$ cat config.mk
export PLATFORM = sky130hd
export DESIGN_NAME = radix_digit_converter_flat
export DESIGN_NICKNAME = d
export VERILOG_FILES = /design/src/rtl/rdc_pkg.sv /design/src/rtl/rdc_if.sv /design/src/rtl/rdc_divider.sv /design/src/rtl/rdc_digit_buf.sv /design/src/rtl/radix_digit_converter.sv /design/src/flat_wrapper.sv
export SDC_FILE = /design/constraint.sdc
export NUM_CORES = 1
export LEC_CHECK = 0
export BUFFER_PORTS_ARGS = -buffer_cell sky130_fd_sc_hd__buf_2
export CAP_MARGIN = 20
export CORE_UTILIZATION = 61
export CTS_CLUSTER_DIAMETER = 40
export DETAILED_ROUTE_END_ITERATION = 6
export PLACE_DENSITY = 0.81
export SLEW_MARGIN = 20
export SYNTH_ARGS = -nofsm -noshare
export SYNTH_HDL_FRONTEND = slang
export SYNTH_HIERARCHICAL = 1
export SYNTH_SLANG_ARGS = --single-unit
$ cat constraint.sdc
create_clock -name clk_i -period 29.1 [get_ports clk_i]
set_input_delay 5.82 -clock clk_i [delete_from_list [all_inputs] [get_ports clk_i]]
set_output_delay 5.82 -clock clk_i [all_outputs]
set_load 0.01 [all_outputs]
$ cat src/rtl/rdc_pkg.sv
// Package for the radix digit converter: shared widths, character constants,
// register index, sequencer state type, clamp and digit-to-ASCII helpers.
// No dependencies.
package rdc_pkg;

  localparam int RADIX_W    = 6;
  localparam int CHAR_W     = 7;
  localparam int APB_ADDR_W = 3;
  localparam int APB_DATA_W = 32;
  // Quotient bits resolved by the long-division unit in one cycle.
  localparam int STEP_BITS  = 8;

  localparam logic [RADIX_W-1:0] RADIX_RESET = 6'd10;
  localparam logic [RADIX_W-1:0] RADIX_MIN   = 6'd2;
  localparam logic [RADIX_W-1:0] RADIX_MAX   = 6'd36;

  localparam logic [CHAR_W-1:0] CHAR_ZERO  = 7'd48;
  localparam logic [CHAR_W-1:0] CHAR_NINE  = 7'd57;
  localparam logic [CHAR_W-1:0] LETTER_GAP = 7'd39;

  // Register index, taken from paddr[2].
  localparam logic REG_RADIX = 1'b0;

  typedef enum logic [4:0] {
    S_IDLE = 5'b00001,
    S_DIV  = 5'b00010,
    S_READ = 5'b00100,
    S_LOAD = 5'b01000,
    S_SEND = 5'b10000
  } state_e;

  function automatic logic [RADIX_W-1:0] clamp_radix(input logic [RADIX_W-1:0] r);
    logic [RADIX_W-1:0] res;
    if (r < RADIX_MIN) begin
      res = RADIX_MIN;
    end else if (r > RADIX_MAX) begin
      res = RADIX_MAX;
    end else begin
      res = r;
    end
    return res;
  endfunction

  function automatic logic [CHAR_W-1:0] digit_to_ascii(input logic [RADIX_W-1:0] d);
    logic [CHAR_W-1:0] c;
    c = {1'b0, d} + CHAR_ZERO;
    if (c > CHAR_NINE) begin
      c = c + LETTER_GAP;
    end
    return c;
  endfunction

endpackage

$ cat src/rtl/rdc_if.sv
// Valid/ready channel interfaces for the radix digit converter.
// Depends on rdc_pkg for the character width.
interface rdc_in_if #(
  parameter int VALUE_BITS = 31
);
  logic                  valid;
  logic                  ready;
  logic [VALUE_BITS-1:0] value;

  modport source (output valid, output value, input ready);
  modport sink   (input valid, input value, output ready);
endinterface

interface rdc_out_if;
  logic                        valid;
  logic                        ready;
  logic [rdc_pkg::CHAR_W-1:0]  digit_char;
  logic                        is_last;

  modport source (output valid, output digit_char, output is_last, input ready);
  modport sink   (input valid, input digit_char, input is_last, output ready);
endinterface

$ cat src/rtl/rdc_divider.sv
// Shared long-division unit: divides a value by the radix, STEP_BITS quotient
// bits per cycle, giving quotient and remainder. Depends on rdc_pkg.
module rdc_divider #(
  parameter int VALUE_BITS = 31
) (
  input  logic                        clk_i,
  input  logic                        rst_ni,
  input  logic                        start_i,
  input  logic [rdc_pkg::RADIX_W-1:0] radix_i,
  input  logic [VALUE_BITS-1:0]       dividend_i,
  output logic                        done_o,
  output logic [VALUE_BITS-1:0]       quot_o,
  output logic [rdc_pkg::RADIX_W-1:0] rem_o
);
  import rdc_pkg::*;

  localparam int PASSES = (VALUE_BITS + STEP_BITS - 1) / STEP_BITS;
  localparam int WORK_W = PASSES * STEP_BITS;
  localparam int CNT_W  = $clog2(PASSES + 1);

  // The work register shifts dividend bits out at the top and quotient bits
  // in at the bottom, so it holds the quotient after the last pass.
  logic [WORK_W-1:0]    work_q, work_d;
  logic [RADIX_W-1:0]   rem_q, rem_d;
  logic [CNT_W-1:0]     cnt_q, cnt_d;
  logic                 busy_q, busy_d;
  logic [STEP_BITS-1:0] chunk;
  logic [STEP_BITS-1:0] qbits;
  logic [RADIX_W-1:0]   rem_step;
  logic [RADIX_W:0]     part;

  assign done_o = busy_q && (cnt_q == CNT_W'(PASSES));
  assign quot_o = work_q[VALUE_BITS-1:0];
  assign rem_o  = rem_q;

  always_comb begin
    chunk    = work_q[WORK_W-1 -: STEP_BITS];
    rem_step = rem_q;
    qbits    = '0;
    part     = '0;
    for (int j = 0; j < STEP_BITS; j++) begin
      part = {rem_step, chunk[STEP_BITS-1-j]};
      if (part >= {1'b0, radix_i}) begin
        part                  = part - {1'b0, radix_i};
        qbits[STEP_BITS-1-j]  = 1'b1;
      end
      rem_step = part[RADIX_W-1:0];
    end
  end

  always_comb begin
    work_d = work_q;
    rem_d  = rem_q;
    cnt_d  = cnt_q;
    busy_d = busy_q;
    if (start_i) begin
      work_d = WORK_W'(dividend_i);
      rem_d  = '0;
      cnt_d  = '0;
      busy_d = 1'b1;
    end else if (busy_q && !done_o) begin
      work_d = (work_q << STEP_BITS) | WORK_W'(qbits);
      rem_d  = rem_step;
      cnt_d  = cnt_q + CNT_W'(1);
    end else if (done_o) begin
      busy_d = 1'b0;
    end
  end

  always_ff @(posedge clk_i or negedge rst_ni) begin
    if (!rst_ni) begin
      busy_q <= 1'b0;
      cnt_q  <= '0;
    end else begin
      busy_q <= busy_d;
      cnt_q  <= cnt_d;
    end
  end

  always_ff @(posedge clk_i) begin
    work_q <= work_d;
    rem_q  <= rem_d;
  end

endmodule

$ cat src/rtl/rdc_digit_buf.sv
// Digit buffer: holds the remainders least significant first so they can be
// read back in reverse. Registered read. Depends on rdc_pkg.
module rdc_digit_buf #(
  parameter int DEPTH = 31
) (
  input  logic                        clk_i,
  input  logic                        wr_en_i,
  input  logic [$clog2(DEPTH)-1:0]    wr_addr_i,
  input  logic [rdc_pkg::RADIX_W-1:0] wr_data_i,
  input  logic [$clog2(DEPTH)-1:0]    rd_addr_i,
  output logic [rdc_pkg::RADIX_W-1:0] rd_data_o
);
  import rdc_pkg::*;

  logic [RADIX_W-1:0] mem_q [DEPTH];
  logic [RADIX_W-1:0] rd_data_q;

  assign rd_data_o = rd_data_q;

  always_ff @(posedge clk_i) begin
    if (wr_en_i) begin
      mem_q[wr_addr_i] <= wr_data_i;
    end
    rd_data_q <= mem_q[rd_addr_i];
  end

endmodule

$ cat src/rtl/radix_digit_converter.sv
// Top level of the radix digit converter: sequencer, radix register, APB port.
// Depends on rdc_pkg, rdc_if, rdc_divider and rdc_digit_buf.
//
// Usage: a value arrives as one beat on the input channel; the block then
// emits its digits in the configured radix as ASCII characters, most
// significant first, one beat per digit, with is_last set on the final one.
// A zero value gives the single digit '0'. The radix register sits at APB
// address 0, resets to 10 and is clamped to the range 2 to 36 when used.
// Timing: input ready is high only while idle. The shared divider, which
// resolves eight quotient bits a cycle, first works out every digit into
// the digit buffer; each digit is then read back (S_READ), turned into its
// ASCII character (S_LOAD) and presented (S_SEND). A new value is taken
// only after the last digit of the current one has been taken.
// When the receiver stalls, the current digit beat is held unchanged until
// taken. Reset returns the block to idle with no beat pending.
module radix_digit_converter #(
  parameter int VALUE_BITS = 31
) (
  input  logic                           clk_i,
  input  logic                           rst_ni,
  rdc_in_if.sink                         in_if,
  rdc_out_if.source                      out_if,
  input  logic                           psel,
  input  logic                           penable,
  input  logic                           pwrite,
  input  logic [rdc_pkg::APB_ADDR_W-1:0] paddr,
  input  logic [rdc_pkg::APB_DATA_W-1:0] pwdata,
  output logic [rdc_pkg::APB_DATA_W-1:0] prdata,
  output logic                           pready
);
  import rdc_pkg::*;

  localparam int IDX_W = $clog2(VALUE_BITS);

  state_e               state_q, state_d;
  logic [RADIX_W-1:0]   radix_q;
  logic [RADIX_W-1:0]   radix_eff;
  logic [IDX_W-1:0]     ndig_q, ndig_d;
  logic [IDX_W-1:0]     rd_ptr_q, rd_ptr_d;
  logic [CHAR_W-1:0]    digit_char_q, digit_char_d;
  logic                 is_last_q, is_last_d;
  logic                 div_start;
  logic [VALUE_BITS-1:0] div_dividend;
  logic                 div_done;
  logic [VALUE_BITS-1:0] div_quot;
  logic [RADIX_W-1:0]   div_rem;
  logic                 buf_we;
  logic [RADIX_W-1:0]   buf_rd;
  logic                 reg_sel;

  // Configuration port.
  assign pready  = 1'b1;
  assign reg_sel = (paddr[2] == REG_RADIX);
  assign prdata  = reg_sel ? APB_DATA_W'(radix_q) : '0;

  always_ff @(posedge clk_i or negedge rst_ni) begin
    if (!rst_ni) begin
      radix_q <= RADIX_RESET;
    end else if (psel && penable && pwrite && pready && reg_sel) begin
      radix_q <= pwdata[RADIX_W-1:0];
    end
  end

  assign radix_eff = clamp_radix(radix_q);

  rdc_divider #(
    .VALUE_BITS (VALUE_BITS)
  ) u_divider (
    .clk_i      (clk_i),
    .rst_ni     (rst_ni),
    .start_i    (div_start),
    .radix_i    (radix_eff),
    .dividend_i (div_dividend),
    .done_o     (div_done),
    .quot_o     (div_quot),
    .rem_o      (div_rem)
  );

  rdc_digit_buf #(
    .DEPTH (VALUE_BITS)
  ) u_digit_buf (
    .clk_i     (clk_i),
    .wr_en_i   (buf_we),
    .wr_addr_i (ndig_q),
    .wr_data_i (div_rem),
    .rd_addr_i (rd_ptr_q),
    .rd_data_o (buf_rd)
  );

  // Sequencer: divide repeatedly until the quotient is zero, then read the
  // stored remainders back from the highest index down.
  always_comb begin
    state_d      = state_q;
    ndig_d       = ndig_q;
    rd_ptr_d     = rd_ptr_q;
    digit_char_d = digit_char_q;
    is_last_d    = is_last_q;
    div_start    = 1'b0;
    div_dividend = in_if.value;
    buf_we       = 1'b0;
    unique case (state_q)
      S_IDLE: begin
        if (in_if.valid) begin
          div_start = 1'b1;
          ndig_d    = '0;
          state_d   = S_DIV;
        end
      end
      S_DIV: begin
        if (div_done) begin
          buf_we = 1'b1;
          if (div_quot == '0) begin
            rd_ptr_d = ndig_q;
            state_d  = S_READ;
          end else begin
            div_start    = 1'b1;
            div_dividend = div_quot;
            ndig_d       = ndig_q + IDX_W'(1);
          end
        end
      end
      S_READ: begin
        state_d = S_LOAD;
      end
      S_LOAD: begin
        digit_char_d = digit_to_ascii(buf_rd);
        is_last_d    = (rd_ptr_q == '0);
        state_d      = S_SEND;
      end
      S_SEND: begin
        if (out_if.ready) begin
          if (is_last_q) begin
            state_d = S_IDLE;
          end else begin
            rd_ptr_d = rd_ptr_q - IDX_W'(1);
            state_d  = S_READ;
          end
        end
      end
      default: begin
        state_d = S_IDLE;
      end
    endcase
  end

  always_ff @(posedge clk_i or negedge rst_ni) begin
    if (!rst_ni) begin
      state_q  <= S_IDLE;
      ndig_q   <= '0;
      rd_ptr_q <= '0;
    end else begin
      state_q  <= state_d;
      ndig_q   <= ndig_d;
      rd_ptr_q <= rd_ptr_d;
    end
  end

  always_ff @(posedge clk_i) begin
    digit_char_q <= digit_char_d;
    is_last_q    <= is_last_d;
  end

  assign in_if.ready       = (state_q == S_IDLE);
  assign out_if.valid      = (state_q == S_SEND);
  assign out_if.digit_char = digit_char_q;
  assign out_if.is_last    = is_last_q;

endmodule

$ cat src/flat_wrapper.sv
// flat-port wrapper written by rule: the top's interface ports become plain ports
module radix_digit_converter_flat import rdc_pkg::*;
#(
  parameter int VALUE_BITS = 31
)
  (clk_i, rst_ni, psel, penable, pwrite, paddr, pwdata, prdata, pready, in_if_valid, in_if_value, in_if_ready, out_if_valid, out_if_digit_char, out_if_is_last, out_if_ready);
  rdc_in_if #(.VALUE_BITS(VALUE_BITS)) in_if_i ();
  rdc_out_if out_if_i ();
  input  logic clk_i;
  input  logic rst_ni;
  input  logic psel;
  input  logic penable;
  input  logic pwrite;
  input  logic [rdc_pkg::APB_ADDR_W-1:0] paddr;
  input  logic [rdc_pkg::APB_DATA_W-1:0] pwdata;
  output logic [rdc_pkg::APB_DATA_W-1:0] prdata;
  output logic pready;
  input wire logic [$bits(in_if_i.valid)-1:0] in_if_valid;
  input wire logic [$bits(in_if_i.value)-1:0] in_if_value;
  output wire logic [$bits(in_if_i.ready)-1:0] in_if_ready;
  output wire logic [$bits(out_if_i.valid)-1:0] out_if_valid;
  output wire logic [$bits(out_if_i.digit_char)-1:0] out_if_digit_char;
  output wire logic [$bits(out_if_i.is_last)-1:0] out_if_is_last;
  input wire logic [$bits(out_if_i.ready)-1:0] out_if_ready;
  assign in_if_i.valid = in_if_valid;
  assign in_if_i.value = in_if_value;
  assign in_if_ready = in_if_i.ready;
  assign out_if_valid = out_if_i.valid;
  assign out_if_digit_char = out_if_i.digit_char;
  assign out_if_is_last = out_if_i.is_last;
  assign out_if_i.ready = out_if_ready;
  radix_digit_converter #(.VALUE_BITS(VALUE_BITS)) u_core (.clk_i(clk_i), .rst_ni(rst_ni), .in_if(in_if_i), .out_if(out_if_i), .psel(psel), .penable(penable), .pwrite(pwrite), .paddr(paddr), .pwdata(pwdata), .prdata(prdata), .pready(pready));
endmodule
==> results of run 1 <==
[path summary, 6_finish.rpt]
check	start	endpoint	cells past startpoint
setup / recovery	u_core/radix_q[4]	u_core/u_divider/work_q[0]	74
hold / removal	u_core/u_divider/work_q[31]	u_core/u_divider/work_q[31]	2
setup reg to reg	u_core/radix_q[4]	u_core/u_divider/work_q[0]	74
hold reg to reg	u_core/u_divider/work_q[31]	u_core/u_divider/work_q[31]	2
max in group asynchronous	rst_ni	u_core/rd_ptr_q[2]	1
min in group asynchronous	rst_ni	u_core/rd_ptr_q[4]	1
[cells in the mapped netlist (9+ instances only)]
| cell type | n | share of area [%] |
|---|---|---|
| buf_4 | 61 | 3.1 |
| or3_1 | 10 | 0.42 |
| mux4_2 | 29 | 4.4 |
| ha_1 | 57 | 4.8 |
| nor2_1 | 67 | 1.7 |
| dfxtp_1 | 13 | 1.8 |
| nand2b_1 | 15 | 0.64 |
| nand2_1 | 35 | 0.89 |
| nand3b_1 | 9 | 0.46 |
| o21a_1 | 9 | 0.46 |
| o211ai_1 | 9 | 0.46 |
| nor3_1 | 15 | 0.51 |
| buf_2 | 9 | 0.31 |
| xnor2_1 | 20 | 1.2 |
| a22oi_1 | 13 | 0.66 |
| mux2_2 | 76 | 5.8 |
| dfrtp_1 | 22 | 3.7 |
| a21o_1 | 17 | 0.87 |
| a21oi_1 | 30 | 1.0 |
| nor2b_1 | 23 | 0.98 |
| nand3_1 | 24 | 0.82 |
| edfxtp_1 | 225 | 46 |
| buf_6 | 9 | 0.69 |
| mux2i_1 | 31 | 2.1 |
| o21ai_0 | 38 | 1.3 |
| inv_1 | 50 | 1.3 |
| xor2_1 | 12 | 0.71 |
| nand4_1 | 11 | 0.47 |
| and3_1 | 9 | 0.38 |
| clkbuf_1 | 14 | 0.36 |
[logic make-up (layout without fill, tap and decap cells)]
| family | count (synthesis) | after routing | synth area share [%] |
|---|---|---|---|
| and+or+nand+nor | 262 | 262 | 9.817 |
| adders and majority gates | 66 | 66 | 6.001 |
| muxes | 143 | 143 | 13.46 |
| DFF | 263 | 263 | 51.94 |
| xor gates and xnor gates | 32 | 32 | 1.904 |
| buffers and inverters | 147 | 182 | 5.950 |
| other | 2 | 27 | 0.05102 |
| AOI/OAI and AO/OA | 216 | 216 | 10.88 |
[worst register-to-register path: cells and delay by family, from the launching register on]
family / cells / cell delay, ps
flip-flops: 1 / 400
AND/OR/NAND/NOR: 18 / 4330
multiplexers: 4 / 1590
AO/OA/AOI/OAI: 38 / 9620
buffers and inverters: 5 / 880
adder cells (fa/ha/maj): 9 / 3200
[registers in the layout, indices dropped and copies added (netlist names), 3 cells and up]
| name | cells |
|---|---|
| u_core/u_digit_buf/mem_q | 186 |
| u_core/u_divider/work_q | 32 |
| u_core/out_if.digit_char | 7 |
| u_core/radix_q | 6 |
| u_core/u_digit_buf/rd_data_o | 6 |
| u_core/u_divider/rem_o | 6 |
| u_core/ndig_q | 5 |
| u_core/rd_ptr_q | 5 |
| u_core/state_q | 5 |
| u_core/u_divider/cnt_q | 3 |
[through the flow]
step | worst slack, ps | hold WS, ps | cell area, µm²
3_3_place_gp | 9598 | 497.0 | 14930
2_1_floorplan | 12380 | 446.2 | 14810
4_1_cts | 9095 | 512.4 | 15920
3_5_place_dp | 9220 | 504.4 | 14930
6_report | 8842 | 518.6 | 15920
5_1_grt | 7630 | 535.7 | 15920
[layer usage]
layer,vias up,track usage [%]
met3,95,3.965
met4,0,11.14
met5,-,0
met1,4677,33.40
met2,387,46.86
li1,4362,-
[layout make-up]
class | instances | area, µm² | share of cell area [%]
inverters | 52 | 195.2 | 1.226
multi-input cells | 746 | 6295 | 39.55
flip-flops and latches | 263 | 7649 | 48.06
repair buffers | 72 | 390.4 | 2.453
well taps | 319 | 399.1 | 2.508
clock buffers | 44 | 834.6 | 5.244
clock inverters | 14 | 152.6 | 0.9591
==> reports/qor.yml, run 1 <==
timing:
  fin_tns_setup_ps: 0
  finalSetupViolCount: 0
  fin_crit_ps: 20260
  post-route-period-util_pct: 69.62
  maxSlewViolCount: 0
  grt_setup_unrepaired: "no"
  finalHoldViolCount: 0
  timing.fmax_mhz: 49.36
  tightest_slew_ps: 1028
  max_slew_margin_pct: 31.03
  finalClockSkew_ps: 25.77
global_route:
  grt_max_degree: 48
  grt_pass1_wl_um: 50650
  gr-total-overflow: 0
  grtUsageTotal_pct: 26.85
  grt_antenna_before_repair: 1
  grt_pass1_vias: 9476
synth:
  yosysWarnings: 6
  synth-main-ff-cell: "edfxtp_1"
  synth-edff-count: 225
  synth.avg_cell_area_um2: 13.02
  synth.distinct_cells: 95
  syn_area_um2: 14720
  yosysSeqAreaShare_pct: 51.94
  syn_inst: 1131
  ys_seq_elements: 263
  async_reset_ff_share_pct: 9.506
critical_path:
  critical_path_class: "register to register"
  cpMaxStageDelayCell: "o21ai_1"
  critPathBufInv: 5
  cp_max_fo: 12
  cp-end-kind: "register"
  critPathTopFamily: "compound AO/OA/AOI/OAI gates"
  cpMostUsedCell: "ha_1"
  arrival_ps: 20560
  startpoint_type: "register"
  regToRegSetupSlack_ps: 8840
  required_ps: 29400
  cp_slowest_stage_delay_ps: 810
route:
  wl_met3_um: 2070
  dr_wl_met2_um: 16580
  via_per_inst: 6.305
  top_layer: "met4"
  dr.pass1.iters: 7
  initialDrtViolationCount: 772
  vias: 9521
  drcViolationCount: 0
  wirelength_met1_um: 12620
  antenna_left: 0
  wl_per_cell_um: 21.54
  wl_um: 32520
die:
  num_rows: 56
  die_height_um: 157.3
  start_util_pct: 62.53
  dieArea_um2: 24760
  die-width_um: 157.3
  core_um2: 23540
  ios: 116
cells_and_area:
  drive_gt1_share_pct: 22.67
  final_common_cell: "edfxtp_1"
  final_cell_mix: "edfxtp_1, mux2_2, nor2_1"
  syn_to_final_growth_pct: 8.118
  fin_util_pct: 67.60
  fill_cells: 1658
  nets: 1304
  antennaDiodeCount: 0
  layoutNonFillerInstCount: 1510
place:
  port_buffers: 60
  gp_congestion: 0.8867
  dp.cells: 1452
  dpl.hpwl_um: 21890
clock_network:
  cts.repair.resized: 0
  cts_tree: "yes"
  clock_sinks: 263
  h-tree-depth: 1
  path_clk_slew_ps: 60
  worstSkewPairLatency_ps: 570
  cts_buffer_depth: 3
  cts_buffers: 31
  cts_setup_buffers: 0
  postCtsHoldBufs: 0
  cts_root_buf: "clkbuf_16"
run_status:
  status: "complete, no violations"
job:
  cap_violations: 0
worst_hold_path:
  hold_path.class: "register to register"
Power of run 1 is left out: the tool's default activity adds up to more than one toggle a clock period on the data nets, which glitch-free logic cannot reach.
==> run 2, diff against run 1 <==
Settings changed: CORE_UTILIZATION 61 to 55, PLACE_DENSITY 0.81 to 0.77.
Clock period 29.1 ns to 16.45 ns, I/O delays scaled along.
==> reports/qor.yml, run 2 (synthesis gave the netlist of run 1 again) <==
critical_path:
  cpMaxStageDelayCell: "dfstp_2"
  crit-reg2reg-launch: "u_core/radix_q[3]"
  cp_slowest_stage_delay_ps: 600
  crit_start: "u_core/radix_q[3]"
  cp_max_fo: 6
  cpMostUsedCell: "ha_1"
  critical_path_class: "register to register"
  r2r_cells: 79
  cp-end-kind: "register"
  startpoint_type: "register"
  arrival_ps: 15790
  required_ps: 16760
place:
  dp.cells: 1519
  placed_area_um2: 15350
  dpl.hpwl_um: 22840
  port_buffers: 60
  gp_congestion: 0.9115
cells_and_area:
  final_common_cell: "edfxtp_1"
  nets: 1358
  final_cell_mix: "edfxtp_1, mux2_2, nor2_1"
  syn_to_final_growth_pct: 12.44
  largest_reg_flops: 186
  final_area_um2: 16550
  regMostFlops: "u_core/u_digit_buf/mem_q"
  antennaDiodeCount: 0
  fill_cells: 1960
  drive_gt1_share_pct: 28.03
  layoutNonFillerInstCount: 1580
timing:
  max_slew_margin_pct: 32.46
  timing.fmax_mhz: 64.60
  tightest_slew_ps: 1010
  finalHoldWorstSlack_ps: 543.2
  finalSetupViolCount: 0
  finalHoldViolCount: 0
  post-route-period-util_pct: 94.10
  finalClockSkew_ps: 10.95
  fin_crit_ps: 15480
  maxSlewViolCount: 0
global_route:
  grt_pass1_vias: 9542
  grt_max_degree: 48
  gr-total-overflow: 0
  grt_antenna_before_repair: 1
  grtUsageTotal_pct: 24.63
  grt_pass1_wl_um: 51280
clock_network:
  cts_root_buf: "clkbuf_16"
  cts_buffer_depth: 3
  cts_tree: "yes"
  h-tree-depth: 1
  postCtsHoldBufs: 0
  path_clk_slew_ps: 50
  worstSkewPairLatency_ps: 570
  clock_sinks: 263
  cts_buffers: 31
die:
  core_um2: 26130
  dieArea_um2: 27420
  ios: 116
  die_height_um: 165.6
  die-width_um: 165.6
  num_rows: 59
  start_util_pct: 56.33
route:
  wl_per_cell_um: 21.18
  wl_um: 33460
  wirelength_met1_um: 13520
  via_per_inst: 6.054
  initialDrtViolationCount: 895
  top_layer: "met5"
  drcViolationCount: 4
  dr_wl_met2_um: 16740
  dr.pass1.iters: 7
  vias: 9566
  wl_met3_um: 1936
  antenna_left: 0
job:
  cap_violations: 0
run_status:
  status: "finished with violations"
  violations: "design-rule violations"
worst_hold_path:
  min_path_cells: 2
  min_from: "u_core/u_divider/work_q[31]"
  hold_path.class: "register to register"
[run 2: cell types whose count changed in the layout (fill, tap and decap cells not counted), sizes merged]
cell	previous run	this run
clkbuf	44	38
clkinv	5	8
inv	58	56
buf	72	126
bufinv	1	4
clkinvlp	2	4
[run 2: timing repair]
| action | in CTS | in global routing |
|---|---|---|
| buffers inserted | 0 | 3 |
| resized for setup | 5 | 23 |
| pin swaps | 0 | 7 |
| endpoints found under the setup margin | 7 | 7 |
[run 2: layer usage]
layer | up-vias | global-route usage, %
met3 | 68 | 3.796
met4 | 2 | 10.12
met5 | - | 0
met1 | 4675 | 31.13
met2 | 348 | 42.12
li1 | 4473 | -
[run 2: worst max-delay path, delay by kind of cell, from the launching register on]
family | cells | cell delay, ps
compound gates | 37 | 6650
simple gates | 17 | 2850
fa+ha+maj | 8 | 2180
mux | 6 | 1700
buf+inv | 11 | 1200
flops | 1 | 600
[run 2: path summary, 6_finish.rpt]
kind                                               end  slack, ps
max in group asynchronous           u_core/rd_ptr_q[0]      13250
max reg2reg                 u_core/u_divider/work_q[0]        970
min                        u_core/u_divider/work_q[31]        540
max                         u_core/u_divider/work_q[0]        970
min in group asynchronous           u_core/rd_ptr_q[4]       2750
min reg2reg                u_core/u_divider/work_q[31]        540
[run 2: through the flow]
stage               setup slack (ps)  util (%)  TNS [ps]
floorplan                      124.5         -         0
global placement               41.97     58.75         0
detailed placement            -221.7     58.75    -983.1
CTS                            32.85     62.90         0
global route                  -29.97     63.33    -29.97
finish                         969.9     63.33         0
[run 2: cell type report]
type,count,area [µm²],share of cell area (%)
Clock inverter,20,251.5,1.520
Tap cell,335,419.2,2.533
Timing Repair Buffer,126,795.8,4.808
Multi-Input combinational cell,746,6425,38.82
Clock buffer,38,812.0,4.906
Inverter,52,198.9,1.202
Sequential cell,263,7649,46.21
Power of run 2 is left out for the same reason.
